--- config.mk ---
export PLATFORM = sky130hd
export DESIGN_NAME = xml_entity_unescaper_core
export DESIGN_NICKNAME = d
export VERILOG_FILES = /design/src/design/xeu_pkg.sv /design/src/design/xeu_front.sv /design/src/design/xeu_cmdq.sv /design/src/design/xeu_back.sv /design/src/design/xml_entity_unescaper_core.sv
export SDC_FILE = /design/constraint.sdc
export NUM_CORES = 1
export LEC_CHECK = 0
export ABC_AREA = 1
export BUFFER_PORTS_ARGS = -buffer_cell sky130_fd_sc_hd__buf_2
export CAP_MARGIN = 20
export CORE_MARGIN = 8
export CORE_UTILIZATION = 50
export CTS_CLUSTER_SIZE = 24
export DETAILED_ROUTE_END_ITERATION = 12
export GPL_ROUTABILITY_DRIVEN = 0
export PLACE_DENSITY = 0.66
export SLEW_MARGIN = 0
export SYNTH_ARGS = -nofsm -noshare
export SYNTH_HDL_FRONTEND = slang
export SYNTH_SLANG_ARGS = --single-unit
--- constraint.sdc ---
create_clock -name clk -period 21.7 [get_ports clk]
set_clock_uncertainty 0.2 [all_clocks]
set_input_delay 4.34 -clock clk [delete_from_list [all_inputs] [get_ports clk]]
set_output_delay 4.34 -clock clk [all_outputs]
set_load 0.02 [all_outputs]
--- src/design/xeu_pkg.sv ---
`timescale 1ns / 1ps
// ----------------------------------------------------------------------------
// xeu_pkg: shared types and constants of the XML entity unescaper
// Character codes, the named entity table and the command passed from the
// classifying front end to the emitting back end.
// ----------------------------------------------------------------------------
package xeu_pkg;

	localparam logic [7:0] CH_AMP  = 8'h26;
	localparam logic [7:0] CH_HASH = 8'h23;
	localparam logic [7:0] CH_SEMI = 8'h3B;
	localparam logic [7:0] CH_ZERO = 8'h30;
	localparam logic [7:0] CH_NINE = 8'h39;

	localparam logic [1:0] ST_OK     = 2'd0;
	localparam logic [1:0] ST_BAD    = 2'd1;
	localparam logic [1:0] ST_NOSEMI = 2'd2;

	localparam int NUM_ENT   = 4;
	localparam int ENT_MAX   = 6;
	localparam int PEND_DEPTH = 5;
	localparam int MAX_RES   = 6;

	// &lt; &gt; &quot; &amp;, padded with zero bytes
	localparam logic [0:NUM_ENT-1][0:ENT_MAX-1][7:0] ENT_TEXT = '{
		'{8'h26, 8'h6C, 8'h74, 8'h3B, 8'h00, 8'h00},
		'{8'h26, 8'h67, 8'h74, 8'h3B, 8'h00, 8'h00},
		'{8'h26, 8'h71, 8'h75, 8'h6F, 8'h74, 8'h3B},
		'{8'h26, 8'h61, 8'h6D, 8'h70, 8'h3B, 8'h00}
	};
	localparam logic [0:NUM_ENT-1][2:0] ENT_LEN = '{3'd4, 3'd4, 3'd6, 3'd5};
	localparam logic [0:NUM_ENT-1][7:0] ENT_CHAR = '{8'h3C, 8'h3E, 8'h22, 8'h26};

	localparam int QDEPTH = 2;
	localparam int QPTR_W = $clog2(QDEPTH);
	localparam int QCNT_W = $clog2(QDEPTH + 1);

	// Results of one input: data[0..nres-1]; all but the last are plain bytes.
	typedef struct packed {
		logic [2:0]               nres;
		logic [0:MAX_RES-1][7:0]  data;
		logic                     tail_valid;
		logic [1:0]               tail_status;
		logic                     text_end;
	} cmd_t;

	typedef struct packed {
		logic valid;
		cmd_t cmd;
	} cmd_chan_t;

endpackage

--- src/design/xeu_front.sv ---
`timescale 1ns / 1ps
// ----------------------------------------------------------------------------
// xeu_front: byte classifier
// Tracks partial entity matches and numeric references, and turns each input
// byte that causes results into one command listing them.
// ----------------------------------------------------------------------------
module xeu_front import xeu_pkg::*; (
	input  logic       clk,
	input  logic       arst_n,
	input  logic       in_valid,
	output logic       in_ready,
	input  logic [7:0] in_byte,
	input  logic       text_last,
	input  logic       q_full,
	output cmd_chan_t  push
);

	localparam logic [1:0] PH_IDLE  = 2'd0;
	localparam logic [1:0] PH_NAMED = 2'd1;
	localparam logic [1:0] PH_NUM   = 2'd2;

	logic [1:0] phase_q, nxt_phase;
	logic [0:PEND_DEPTH-1][7:0] pend_q, nxt_pend;
	logic [2:0] pcnt_q, nxt_pcnt;
	logic [7:0] cval_q, nxt_cval;
	logic [1:0] dcnt_q, nxt_dcnt;
	logic       err_q, nxt_err;

	logic [0:MAX_RES-1][7:0] data;
	logic [2:0] n;
	logic       tail_valid;
	logic [1:0] tail_status;
	logic       tend;
	logic       do_idle;
	logic       is_digit;
	logic       pre_ok;
	logic       hit_done;
	logic       hit_more;
	logic [7:0] done_char;
	logic       accept;

	assign in_ready = !q_full;
	assign accept   = in_valid && in_ready;

	always_comb begin
		nxt_phase   = phase_q;
		nxt_pend    = pend_q;
		nxt_pcnt    = pcnt_q;
		nxt_cval    = cval_q;
		nxt_dcnt    = dcnt_q;
		nxt_err     = err_q;
		data        = '0;
		n           = 3'd0;
		tail_valid  = 1'b1;
		tail_status = ST_OK;
		tend        = 1'b0;
		do_idle     = 1'b0;
		pre_ok      = 1'b0;
		hit_done    = 1'b0;
		hit_more    = 1'b0;
		done_char   = '0;
		is_digit    = (in_byte >= CH_ZERO) && (in_byte <= CH_NINE);

		if (!err_q) begin
			unique case (phase_q)
				PH_NUM: begin
					if (in_byte == CH_SEMI) begin
						data[0]   = cval_q;
						n         = 3'd1;
						nxt_phase = PH_IDLE;
					end else if (is_digit && dcnt_q != 2'd3) begin
						nxt_cval = (cval_q << 3) + (cval_q << 1) + (in_byte - CH_ZERO);
						nxt_dcnt = dcnt_q + 2'd1;
					end else begin
						data[0]     = '0;
						n           = 3'd1;
						tail_valid  = 1'b0;
						tail_status = ST_BAD;
						nxt_err     = 1'b1;
						nxt_phase   = PH_IDLE;
						nxt_pcnt    = 3'd0;
					end
				end
				PH_NAMED: begin
					if (pcnt_q == 3'd1 && in_byte == CH_HASH) begin
						nxt_pcnt  = 3'd0;
						nxt_phase = PH_NUM;
						nxt_cval  = '0;
						nxt_dcnt  = '0;
					end else begin
						for (int p = 0; p < NUM_ENT; p++) begin
							pre_ok = 1'b1;
							for (int i = 0; i < PEND_DEPTH; i++) begin
								if (3'(i) < pcnt_q && pend_q[i] != ENT_TEXT[p][i])
									pre_ok = 1'b0;
							end
							if (pre_ok && ENT_LEN[p] > pcnt_q
									&& ENT_TEXT[p][pcnt_q] == in_byte) begin
								if (ENT_LEN[p] == 3'(pcnt_q + 3'd1)) begin
									hit_done  = 1'b1;
									done_char = ENT_CHAR[p];
								end else begin
									hit_more = 1'b1;
								end
							end
						end
						if (hit_done) begin
							data[0]   = done_char;
							n         = 3'd1;
							nxt_pcnt  = 3'd0;
							nxt_phase = PH_IDLE;
						end else if (hit_more && pcnt_q < 3'(PEND_DEPTH)) begin
							nxt_pend[pcnt_q] = in_byte;
							nxt_pcnt         = pcnt_q + 3'd1;
						end else begin
							// flush the held bytes, then treat this byte afresh
							for (int j = 0; j < PEND_DEPTH; j++) begin
								if (3'(j) < pcnt_q)
									data[j] = pend_q[j];
							end
							n         = pcnt_q;
							nxt_pcnt  = 3'd0;
							nxt_phase = PH_IDLE;
							do_idle   = 1'b1;
						end
					end
				end
				default: begin
					do_idle = 1'b1;
				end
			endcase

			if (do_idle) begin
				if (in_byte == CH_AMP) begin
					nxt_pend[0] = CH_AMP;
					nxt_pcnt    = 3'd1;
					nxt_phase   = PH_NAMED;
				end else begin
					data[n] = in_byte;
					n       = n + 3'd1;
				end
			end
		end

		if (text_last) begin
			if (!nxt_err) begin
				if (nxt_phase == PH_NAMED) begin
					// a match left open at the end is plain text
					if (n == 3'd0) begin
						for (int j = 0; j < PEND_DEPTH; j++) begin
							if (3'(j) < nxt_pcnt)
								data[j] = nxt_pend[j];
						end
						n = nxt_pcnt;
					end else begin
						data[n] = CH_AMP;
						n       = n + 3'd1;
					end
				end else if (nxt_phase == PH_NUM) begin
					data[n]     = '0;
					n           = n + 3'd1;
					tail_valid  = 1'b0;
					tail_status = ST_NOSEMI;
				end
			end
			if (n == 3'd0) begin
				tail_valid = 1'b0;
				n          = 3'd1;
			end
			tend      = 1'b1;
			nxt_phase = PH_IDLE;
			nxt_pcnt  = 3'd0;
			nxt_cval  = '0;
			nxt_dcnt  = '0;
			nxt_err   = 1'b0;
		end
	end

	always_comb begin
		push.valid            = accept && (n != 3'd0);
		push.cmd.nres         = n;
		push.cmd.data         = data;
		push.cmd.tail_valid   = tail_valid;
		push.cmd.tail_status  = tail_status;
		push.cmd.text_end     = tend;
	end

	always_ff @(posedge clk or negedge arst_n) begin
		if (!arst_n) begin
			phase_q <= PH_IDLE;
			pcnt_q  <= '0;
			cval_q  <= '0;
			dcnt_q  <= '0;
			err_q   <= 1'b0;
		end else if (accept) begin
			phase_q <= nxt_phase;
			pcnt_q  <= nxt_pcnt;
			cval_q  <= nxt_cval;
			dcnt_q  <= nxt_dcnt;
			err_q   <= nxt_err;
		end
	end

	always_ff @(posedge clk) begin
		if (accept)
			pend_q <= nxt_pend;
	end

	a_pcnt_range: assert property (@(posedge clk) disable iff (!arst_n)
		pcnt_q <= 3'(PEND_DEPTH))
		else $error("held byte count beyond buffer");

	a_num_no_pend: assert property (@(posedge clk) disable iff (!arst_n)
		(phase_q == PH_NUM || err_q) |-> pcnt_q == 3'd0)
		else $error("held bytes while not in a named match");

endmodule

--- src/design/xeu_cmdq.sv ---
`timescale 1ns / 1ps
// ----------------------------------------------------------------------------
// xeu_cmdq: command queue
// Short FIFO between the classifier and the emitter.
// ----------------------------------------------------------------------------
module xeu_cmdq import xeu_pkg::*; (
	input  logic      clk,
	input  logic      arst_n,
	input  cmd_chan_t push,
	output logic      full,
	output cmd_chan_t head,
	input  logic      pop
);

	cmd_t              mem_q [QDEPTH];
	logic [QPTR_W-1:0] wptr_q;
	logic [QPTR_W-1:0] rptr_q;
	logic [QCNT_W-1:0] cnt_q;

	assign full       = cnt_q == QCNT_W'(QDEPTH);
	assign head.valid = cnt_q != '0;
	assign head.cmd   = mem_q[rptr_q];

	always_ff @(posedge clk or negedge arst_n) begin
		if (!arst_n) begin
			wptr_q <= '0;
			rptr_q <= '0;
			cnt_q  <= '0;
		end else begin
			if (push.valid)
				wptr_q <= (wptr_q == QPTR_W'(QDEPTH - 1)) ? '0 : wptr_q + 1'b1;
			if (pop)
				rptr_q <= (rptr_q == QPTR_W'(QDEPTH - 1)) ? '0 : rptr_q + 1'b1;
			if (push.valid && !pop)
				cnt_q <= cnt_q + 1'b1;
			else if (pop && !push.valid)
				cnt_q <= cnt_q - 1'b1;
		end
	end

	always_ff @(posedge clk) begin
		if (push.valid)
			mem_q[wptr_q] <= push.cmd;
	end

	a_no_overflow: assert property (@(posedge clk) disable iff (!arst_n)
		push.valid |-> !full)
		else $error("command written into a full queue");

endmodule

--- src/design/xeu_back.sv ---
`timescale 1ns / 1ps
// ----------------------------------------------------------------------------
// xeu_back: result emitter
// Walks the head command one result per cycle, when not stalled, into the output register.
// ----------------------------------------------------------------------------
module xeu_back import xeu_pkg::*; (
	input  logic       clk,
	input  logic       arst_n,
	input  cmd_chan_t  head,
	output logic       pop,
	output logic       out_valid,
	input  logic       out_ready,
	output logic [7:0] out_byte,
	output logic       byte_valid,
	output logic       run_last,
	output logic       text_end,
	output logic [1:0] status
);

	logic [2:0] idx_q;
	logic       ovalid_q;
	logic [7:0] obyte_q;
	logic       obvalid_q;
	logic       orl_q;
	logic       ote_q;
	logic [1:0] ost_q;
	logic       load;
	logic       is_tail;

	assign load    = head.valid && (!ovalid_q || out_ready);
	assign is_tail = idx_q == 3'(head.cmd.nres - 3'd1);
	assign pop     = load && is_tail;

	always_ff @(posedge clk or negedge arst_n) begin
		if (!arst_n) begin
			ovalid_q <= 1'b0;
			idx_q    <= '0;
		end else begin
			if (load)
				ovalid_q <= 1'b1;
			else if (out_ready)
				ovalid_q <= 1'b0;
			if (load)
				idx_q <= is_tail ? 3'd0 : idx_q + 3'd1;
		end
	end

	always_ff @(posedge clk) begin
		if (load) begin
			if (is_tail) begin
				obyte_q   <= head.cmd.tail_valid ? head.cmd.data[idx_q] : 8'd0;
				obvalid_q <= head.cmd.tail_valid;
				orl_q     <= 1'b1;
				ote_q     <= head.cmd.text_end;
				ost_q     <= head.cmd.tail_status;
			end else begin
				obyte_q   <= head.cmd.data[idx_q];
				obvalid_q <= 1'b1;
				orl_q     <= 1'b0;
				ote_q     <= 1'b0;
				ost_q     <= ST_OK;
			end
		end
	end

	assign out_valid  = ovalid_q;
	assign out_byte   = obyte_q;
	assign byte_valid = obvalid_q;
	assign run_last   = orl_q;
	assign text_end   = ote_q;
	assign status     = ost_q;

	a_idx_needs_head: assert property (@(posedge clk) disable iff (!arst_n)
		idx_q != 3'd0 |-> head.valid)
		else $error("emitter mid-command with empty queue");

endmodule

--- src/design/xml_entity_unescaper_core.sv ---
// Path: a byte's command is queued, then its results enter the output register.
// Throughput: one input byte per cycle while each byte gives one result; a byte
//   with more results holds the emitter for each of them, and input stalls once
//   the two-entry command queue is full.
// Reset: arst_n clears decode state, queue pointers and output valid at once; held
//   entity bytes are not cleared and are only read after being written.
`timescale 1ns / 1ps
// ----------------------------------------------------------------------------
// xml_entity_unescaper_core: streaming XML entity decoder
// Classifier front end, command queue and result emitter.
// ----------------------------------------------------------------------------
module xml_entity_unescaper_core import xeu_pkg::*; (
	input  logic       clk,
	input  logic       arst_n,
	input  logic       in_valid,
	output logic       in_ready,
	input  logic [7:0] in_byte,
	input  logic       text_last,
	output logic       out_valid,
	input  logic       out_ready,
	output logic [7:0] out_byte,
	output logic       byte_valid,
	output logic       run_last,
	output logic       text_end,
	output logic [1:0] status
);

	cmd_chan_t push;
	cmd_chan_t head;
	logic      q_full;
	logic      pop;

	xeu_front u_front (
		.clk       (clk),
		.arst_n    (arst_n),
		.in_valid  (in_valid),
		.in_ready  (in_ready),
		.in_byte   (in_byte),
		.text_last (text_last),
		.q_full    (q_full),
		.push      (push)
	);

	xeu_cmdq u_cmdq (
		.clk    (clk),
		.arst_n (arst_n),
		.push   (push),
		.full   (q_full),
		.head   (head),
		.pop    (pop)
	);

	xeu_back u_back (
		.clk        (clk),
		.arst_n     (arst_n),
		.head       (head),
		.pop        (pop),
		.out_valid  (out_valid),
		.out_ready  (out_ready),
		.out_byte   (out_byte),
		.byte_valid (byte_valid),
		.run_last   (run_last),
		.text_end   (text_end),
		.status     (status)
	);

endmodule

# [After elaboration in Yosys (flattened, before gate mapping)]
# Memory sizes are Yosys's and may differ from the RTL's.
# Cells that the tools add are included.
[word_totals] mem_count=5 register_bits=77 word_cells=356 mem_bits_rw=110 romBits=256
[memory_table] memory="u_cmdq.mem_q" depth=2 width=55 rd=1 rd_ports_with_merged_regs=0 write_ports=1 line="xeu_cmdq.sv:15" rtl="cmd_t mem_q [QDEPTH];"
[memory_table] memory="(no name shown)" depth=8 width=8 rd=1 rd_ports_with_merged_regs=0 write_ports=0 line="xeu_front.sv:98" rtl="&& ENT_TEXT[p][pcnt_q] == in_byte) begin"
[memory_table] memory="(no name shown)" depth=8 width=8 rd=1 rd_ports_with_merged_regs=0 write_ports=0 line="xeu_front.sv:98"
[memory_table] memory="(no name shown)" depth=8 width=8 rd=1 rd_ports_with_merged_regs=0 write_ports=0 line="xeu_front.sv:98"
[memory_table] memory="(no name shown)" depth=8 width=8 rd=1 rd_ports_with_merged_regs=0 write_ports=0 line="xeu_front.sv:98"
[op_classes] n_reduce_logical=49 magnitude_cmp=23 eq_ne=35 mux=202 bitwise=9 add_sub_neg=13
[ops] op="$mux 8" count=43
[ops] op="$mux 48" count=7
[ops] op="$mux 40" count=8
[ops] op="$mux 32" count=3
[ops] op="$mux 1" count=80
[ops] op="$ne 8x7->1 const B" count=10
[ops] op="$mux 3" count=25
[ops] op="$demux 8 s3" count=3
[ops] op="$and 48x48->48" count=1
[ops] op="$bwmux 48" count=1
[ops] op="$not 48->48" count=1
[ops] op="$mux 2" count=22
[ops] op="$bwmux 40" count=1
[ops] op="$logic_and 1x1->1" count=35
[ops] op="$eq 8x8->1" count=4
[ops] op="$pmux 8 s2" count=2
[ops] op="$and 30x30->30" count=1
[ops] op="$not 30->30" count=1
[ops] op="$bmux 8 s3" count=1
[ops] op="$eq 8x6->1 const B" count=3
[ops] op="$ne 8x6->1 const B" count=3
[ops] op="$or 18x18->18" count=1
[ops] op="$add 8x8->8" count=2
[ops] op="$ge 4x4->1 const B" count=4
[ops] op="other kinds (34)" count=69

# [Longest topological paths before layout]
[logic_depth] ltp_word=46 mapped_depth=40 mapped_depth_nobuf=39

# [Modules after synthesis]
# From an unflattened synthesis, not the netlist that was laid out.
[hier_totals] cells_unflattened=1528 area_unflattened_um2=12533.3
[by_module_without_submodules] module="xeu_front" instances=1 cells_each=1115 area_per_inst_um2=6759.0
[by_module_without_submodules] module="xeu_cmdq" instances=1 cells_each=196 area_per_inst_um2=4340.4
[by_module_without_submodules] module="xeu_back" instances=1 cells_each=217 area_per_inst_um2=1433.9

# [Worst setup path before layout]
# Ideal clock, no wire load.
[synth_path] kind="in2reg" startpoint="in in_byte[4]" endpoint="mem u_cmdq.mem_q[1][0] in the netlist's numbering (enable)" stages=29 arrival_time_ns=9.983 path_slack_ns=11.048 path_cell_list="buf_2 > inv_1 > buf_2 > nand2_1 > nand2_1 > nand3_1 > nor2_1 > nand3_1 > nand3_2 > nand2_4 > nor2_2 > o21ai_2 > nand2_2 > inv_2 > ha_1 > o2111ai_1 > inv_2 > ha_1 > inv_1 > nand4_1 > nand2_1 > nand2_1 > nand3_2 > nor2_1 > nor2_2 > nor2_2 > nand2_2 > nand2_2 > nor2_1"
[synth_rtl] element="start: declaration" line="xml_entity_unescaper_core.sv:17" rtl="input logic [7:0] in_byte,"
[synth_rtl] element="end: declaration" line="xeu_cmdq.sv:15"

==> results.py <==
metrics = {
    "floorplanning": {
        "row_count": 55,
        "pin_count": 28,
        "dieHeight_um": 168,
        "die-area_um2": 28200,
        "start_util_pct": 51.0,
        "core-area_um2": 22600,
        "die_x_um": 168,
    },
    "global_route": {
        "grt_pass1_wl_mm": 54.5,
        "grt_pass1_vias": 9753,
        "grt_usage_pct": 24.9,
        "grt_overflow": 0,
        "grt_start_max_net_pins": 57,
        "antenna_found_initial": 1,
    },
    "pwr": {
        "p_per_area_nw_per_um2": 106,
        "peakVddDrop_mv": 0.0805,
        "leakagePower_nw": 5.22,
    },
    "critical_path": {
        "path_class": "input pin to register",
        "critPathSlowestCell": "buf_4",
        "worstRegToRegCells": 31,
        "cp-end-kind": "register",
        "max_stage_delay_ns": 0.56,
        "cp-start-kind": "input pin",
        "rrSetupSlack_ns": 14.93,
        "reg2reg_to": "u_cmdq.mem_q[1][12]",
        "cp_data_required_time_ns": 21.57,
        "worst_r2r_startpoint": "u_front.pcnt_q[1]",
        "endpoint": "u_cmdq.mem_q[1][12]",
        "critPathMaxFanout": 55,
        "crit_arrival_ns": 9.48,
        "worstSetupStartpoint": "in_byte[3]",
        "timing.critical_path.mode_cell": "nand2_1",
    },
    "logic_synthesis": {
        "synthesis.nets": 1430,
        "synthTopCellsByCount": "303 x nand2_1, 168 x nor2_1, 163 x edfxtp_1, 151 x inv_1, 140 x o21ai_0",
        "yosysTopAreaCellShare_pct": 42.4,
        "synth_top_family_by_area": "simple AND/OR/NAND/NOR gates",
        "synth_area_leaders": "edfxtp_1 42%, nand2_1 9.9%, o21ai_0 6.1%",
        "synth_compound_area_share_pct": 15.7,
        "synth_flop_cell": "edfxtp_1",
        "synth-edff-count": 163,
        "synth-seq-area-share_pct": 47.6,
        "yosys.area.top_type": "edfxtp_1",
        "synth.most_common_cell": "nand2_1",
        "syn_avg_cell_area_um2": 8.34,
        "synth.ff_latch_count": 187,
        "syn_inst": 1384,
        "synth-xor-area-share_pct": 1.14,
        "synth_simple_gate_area_share_pct": 24.0,
        "yosysWarnings": 0,
        "synthArstFlopShare_pct": 12.8,
        "synth.area.mux_share_pct": 0.271,
        "synth-adder-area-share_pct": 3.90,
        "syn_area_um2": 11500,
        "synth_cell_types": 59,
    },
    "place": {
        "port_buffers": 27,
        "place_area_um2": 11900,
        "hpwl_mm": 25.0,
    },
    "detailed_routing": {
        "via_count": 10168,
        "ant_nets": 0,
        "routed_via_density": 6.01,
        "routedWlPerCell_um": 20.6,
        "drt-initial-drc-count": 1268,
        "wl_mm": 34.9,
        "drtPass1Iterations": 7,
        "drc": 0,
    },
    "cts": {
        "cts.root.buffer_cell": "clkbuf_16",
        "worstSkewPairLatency_ns": 0.45,
        "cts.clk_slew.worst_paths_ns": 0.07,
        "cts_tree": "built",
        "cts_made_buffers": 17,
        "cts_max_path_buffers": 2,
        "cts.repair.resized": 0,
        "post_cts_buffers": 0,
        "htreeDepth": 4,
        "holdBufCountCts": 0,
        "clock_sinks": 187,
    },
    "timing": {
        "hold_viol_final": 0,
        "worst_pin_slew_ns": 0.917,
        "final.setup.tns_ns": 0,
        "period_share_pct": 44.3,
        "setup_viol": 0,
        "grt_setup_unrepaired": "no",
        "min_period_ns": 9.62,
        "slew_headroom_pct": 38.9,
        "report.final.slew_viol_count": 0,
        "fmax_mhz": 104,
    },
    "finish": {
        "drive_gt1_share_pct": 9.81,
        "diodes": 0,
        "postLayoutCellArea_um2": 12600,
        "fin_nets": 1440,
        "syn_to_final_growth_pct": 8.81,
    },
    "flow_run": {
        "cap_violations": 0,
    },
    "outcome": {
        "status": "complete, no violations",
    },
    "min_path": {
        "hold_class": "register to register",
    },
}
[how the worst min path moves through the flow]
stage	startpoint	endpoint	slack, ns	cells past startpoint
6_report	u_cmdq.wptr_q	u_cmdq.wptr_q	0.28	2
3_5_place_dp	u_cmdq.wptr_q	u_cmdq.wptr_q	0.26	2
5_1_grt	u_cmdq.cnt_q[0]	u_cmdq.cnt_q[0]	0.32	1
2_1_floorplan	u_cmdq.wptr_q	u_cmdq.wptr_q	0.24	2
4_1_cts	u_cmdq.wptr_q	u_cmdq.wptr_q	0.28	2
3_3_place_gp	u_cmdq.cnt_q[0]	u_cmdq.cnt_q[0]	0.26	1
[worst max-delay path, delay by kind of cell]
family                   cells  cell delay, ns
AND/OR/NAND/NOR             22            2.32
buffers and inverters        4            1.43
adder cells (fa/ha/maj)      2            0.69
AO/OA/AOI/OAI                2            0.62
[power by group]
| part | internal, W | switching, W | leakage, nW |
|---|---|---|---|
| combinational | 0.000136 | 0.000298 | 3.07 |
| clock | 0.000179 | 0.000159 | 0.313 |
| sequential | 0.000514 | 0.0000441 | 1.84 |
| total | 0.000828 | 0.000501 | 5.22 |
[logic make-up (layout without fill, tap and decap cells)]
| kind of cell | count (synthesis) | in the layout |
|---|---|---|
| DFF | 187 | 187 |
| AOI/OAI and AO/OA | 306 | 306 |
| adders and majority gates | 33 | 33 |
| muxes | 3 | 3 |
| xor gates and xnor gates | 15 | 15 |
| buffers and inverters | 217 | 240 |
| and+or+nand+nor | 623 | 623 |
[cells in the final DEF (no fill, tap or decap), drive strengths merged, types with 4 or more instances in the layout]
master | synthesis | routed
xnor2 | 7 | 7
clkinv | 5 | 12
nand2 | 318 | 318
a32oi | 5 | 5
nand4 | 11 | 11
o21ai | 151 | 151
inv | 163 | 169
dfrtp | 24 | 24
nand3b | 4 | 4
buf | 13 | 40
o22ai | 28 | 28
clkbuf | 36 | 17
a22oi | 6 | 6
fa | 5 | 5
nor3 | 22 | 22
a31oi | 7 | 7
ha | 28 | 28
a211oi | 5 | 5
nor2 | 179 | 179
o32ai | 5 | 5
edfxtp | 163 | 163
xor2 | 8 | 8
o2111ai | 4 | 4
nand3 | 85 | 85
a21oi | 54 | 54
o221ai | 11 | 11
o211ai | 21 | 21
[metrics by stage]
stage                     setup WS [ns]  util (%)  hold WS [ns]  power [W]  cells
after global routing              11.67      55.5         0.318    0.00141   1692
after global placement            11.91      52.6         0.261   0.000993   1660
final                             12.08      55.5         0.277    0.00133   1692
after CTS                         12.20      55.5         0.280    0.00134   1692
after floorplan                   11.05         -         0.242   0.000861   1384
after detailed placement          11.75      52.6         0.265    0.00100   1660
[layout make-up]
cell class	count	area, um2
fillers	2047	10100
flip-flops and latches	187	5500
multi-input cells	980	5200
inverters	168	633
clock buffers	17	425
well taps	285	357
repair buffers	40	233
clock inverters	15	220
[registers in the layout (all words and copies together) (netlist names)]
name and count:
u_back.byte_valid 1, u_back.idx_q 3, u_back.out_byte 8, u_back.out_valid 1
u_back.run_last 1, u_back.status 2, u_back.text_end 1, u_cmdq.cnt_q 2
u_cmdq.mem_q 110, u_cmdq.rptr_q 1, u_cmdq.wptr_q 1, u_front.cval_q 8
u_front.dcnt_q 2, u_front.err_q 1, u_front.pcnt_q 3, u_front.pend_q 40
u_front.phase_q 2
[routing by layer]
| layer | part of all wire, % | track usage (%) | wire [um] | vias to the layer above |
|---|---|---|---|---|
| li1 | - | - | - | 4765 |
| met1 | 42 | 32.4 | 14800 | 4805 |
| met2 | 46 | 40.3 | 16100 | 501 |
| met3 | 8.6 | 4.98 | 2990 | 97 |
| met4 | 2.9 | 9.51 | 1030 | 0 |
| met5 | 0 | 0 | 0 | - |
No activity file was read; power rests on OpenSTA's default activity.
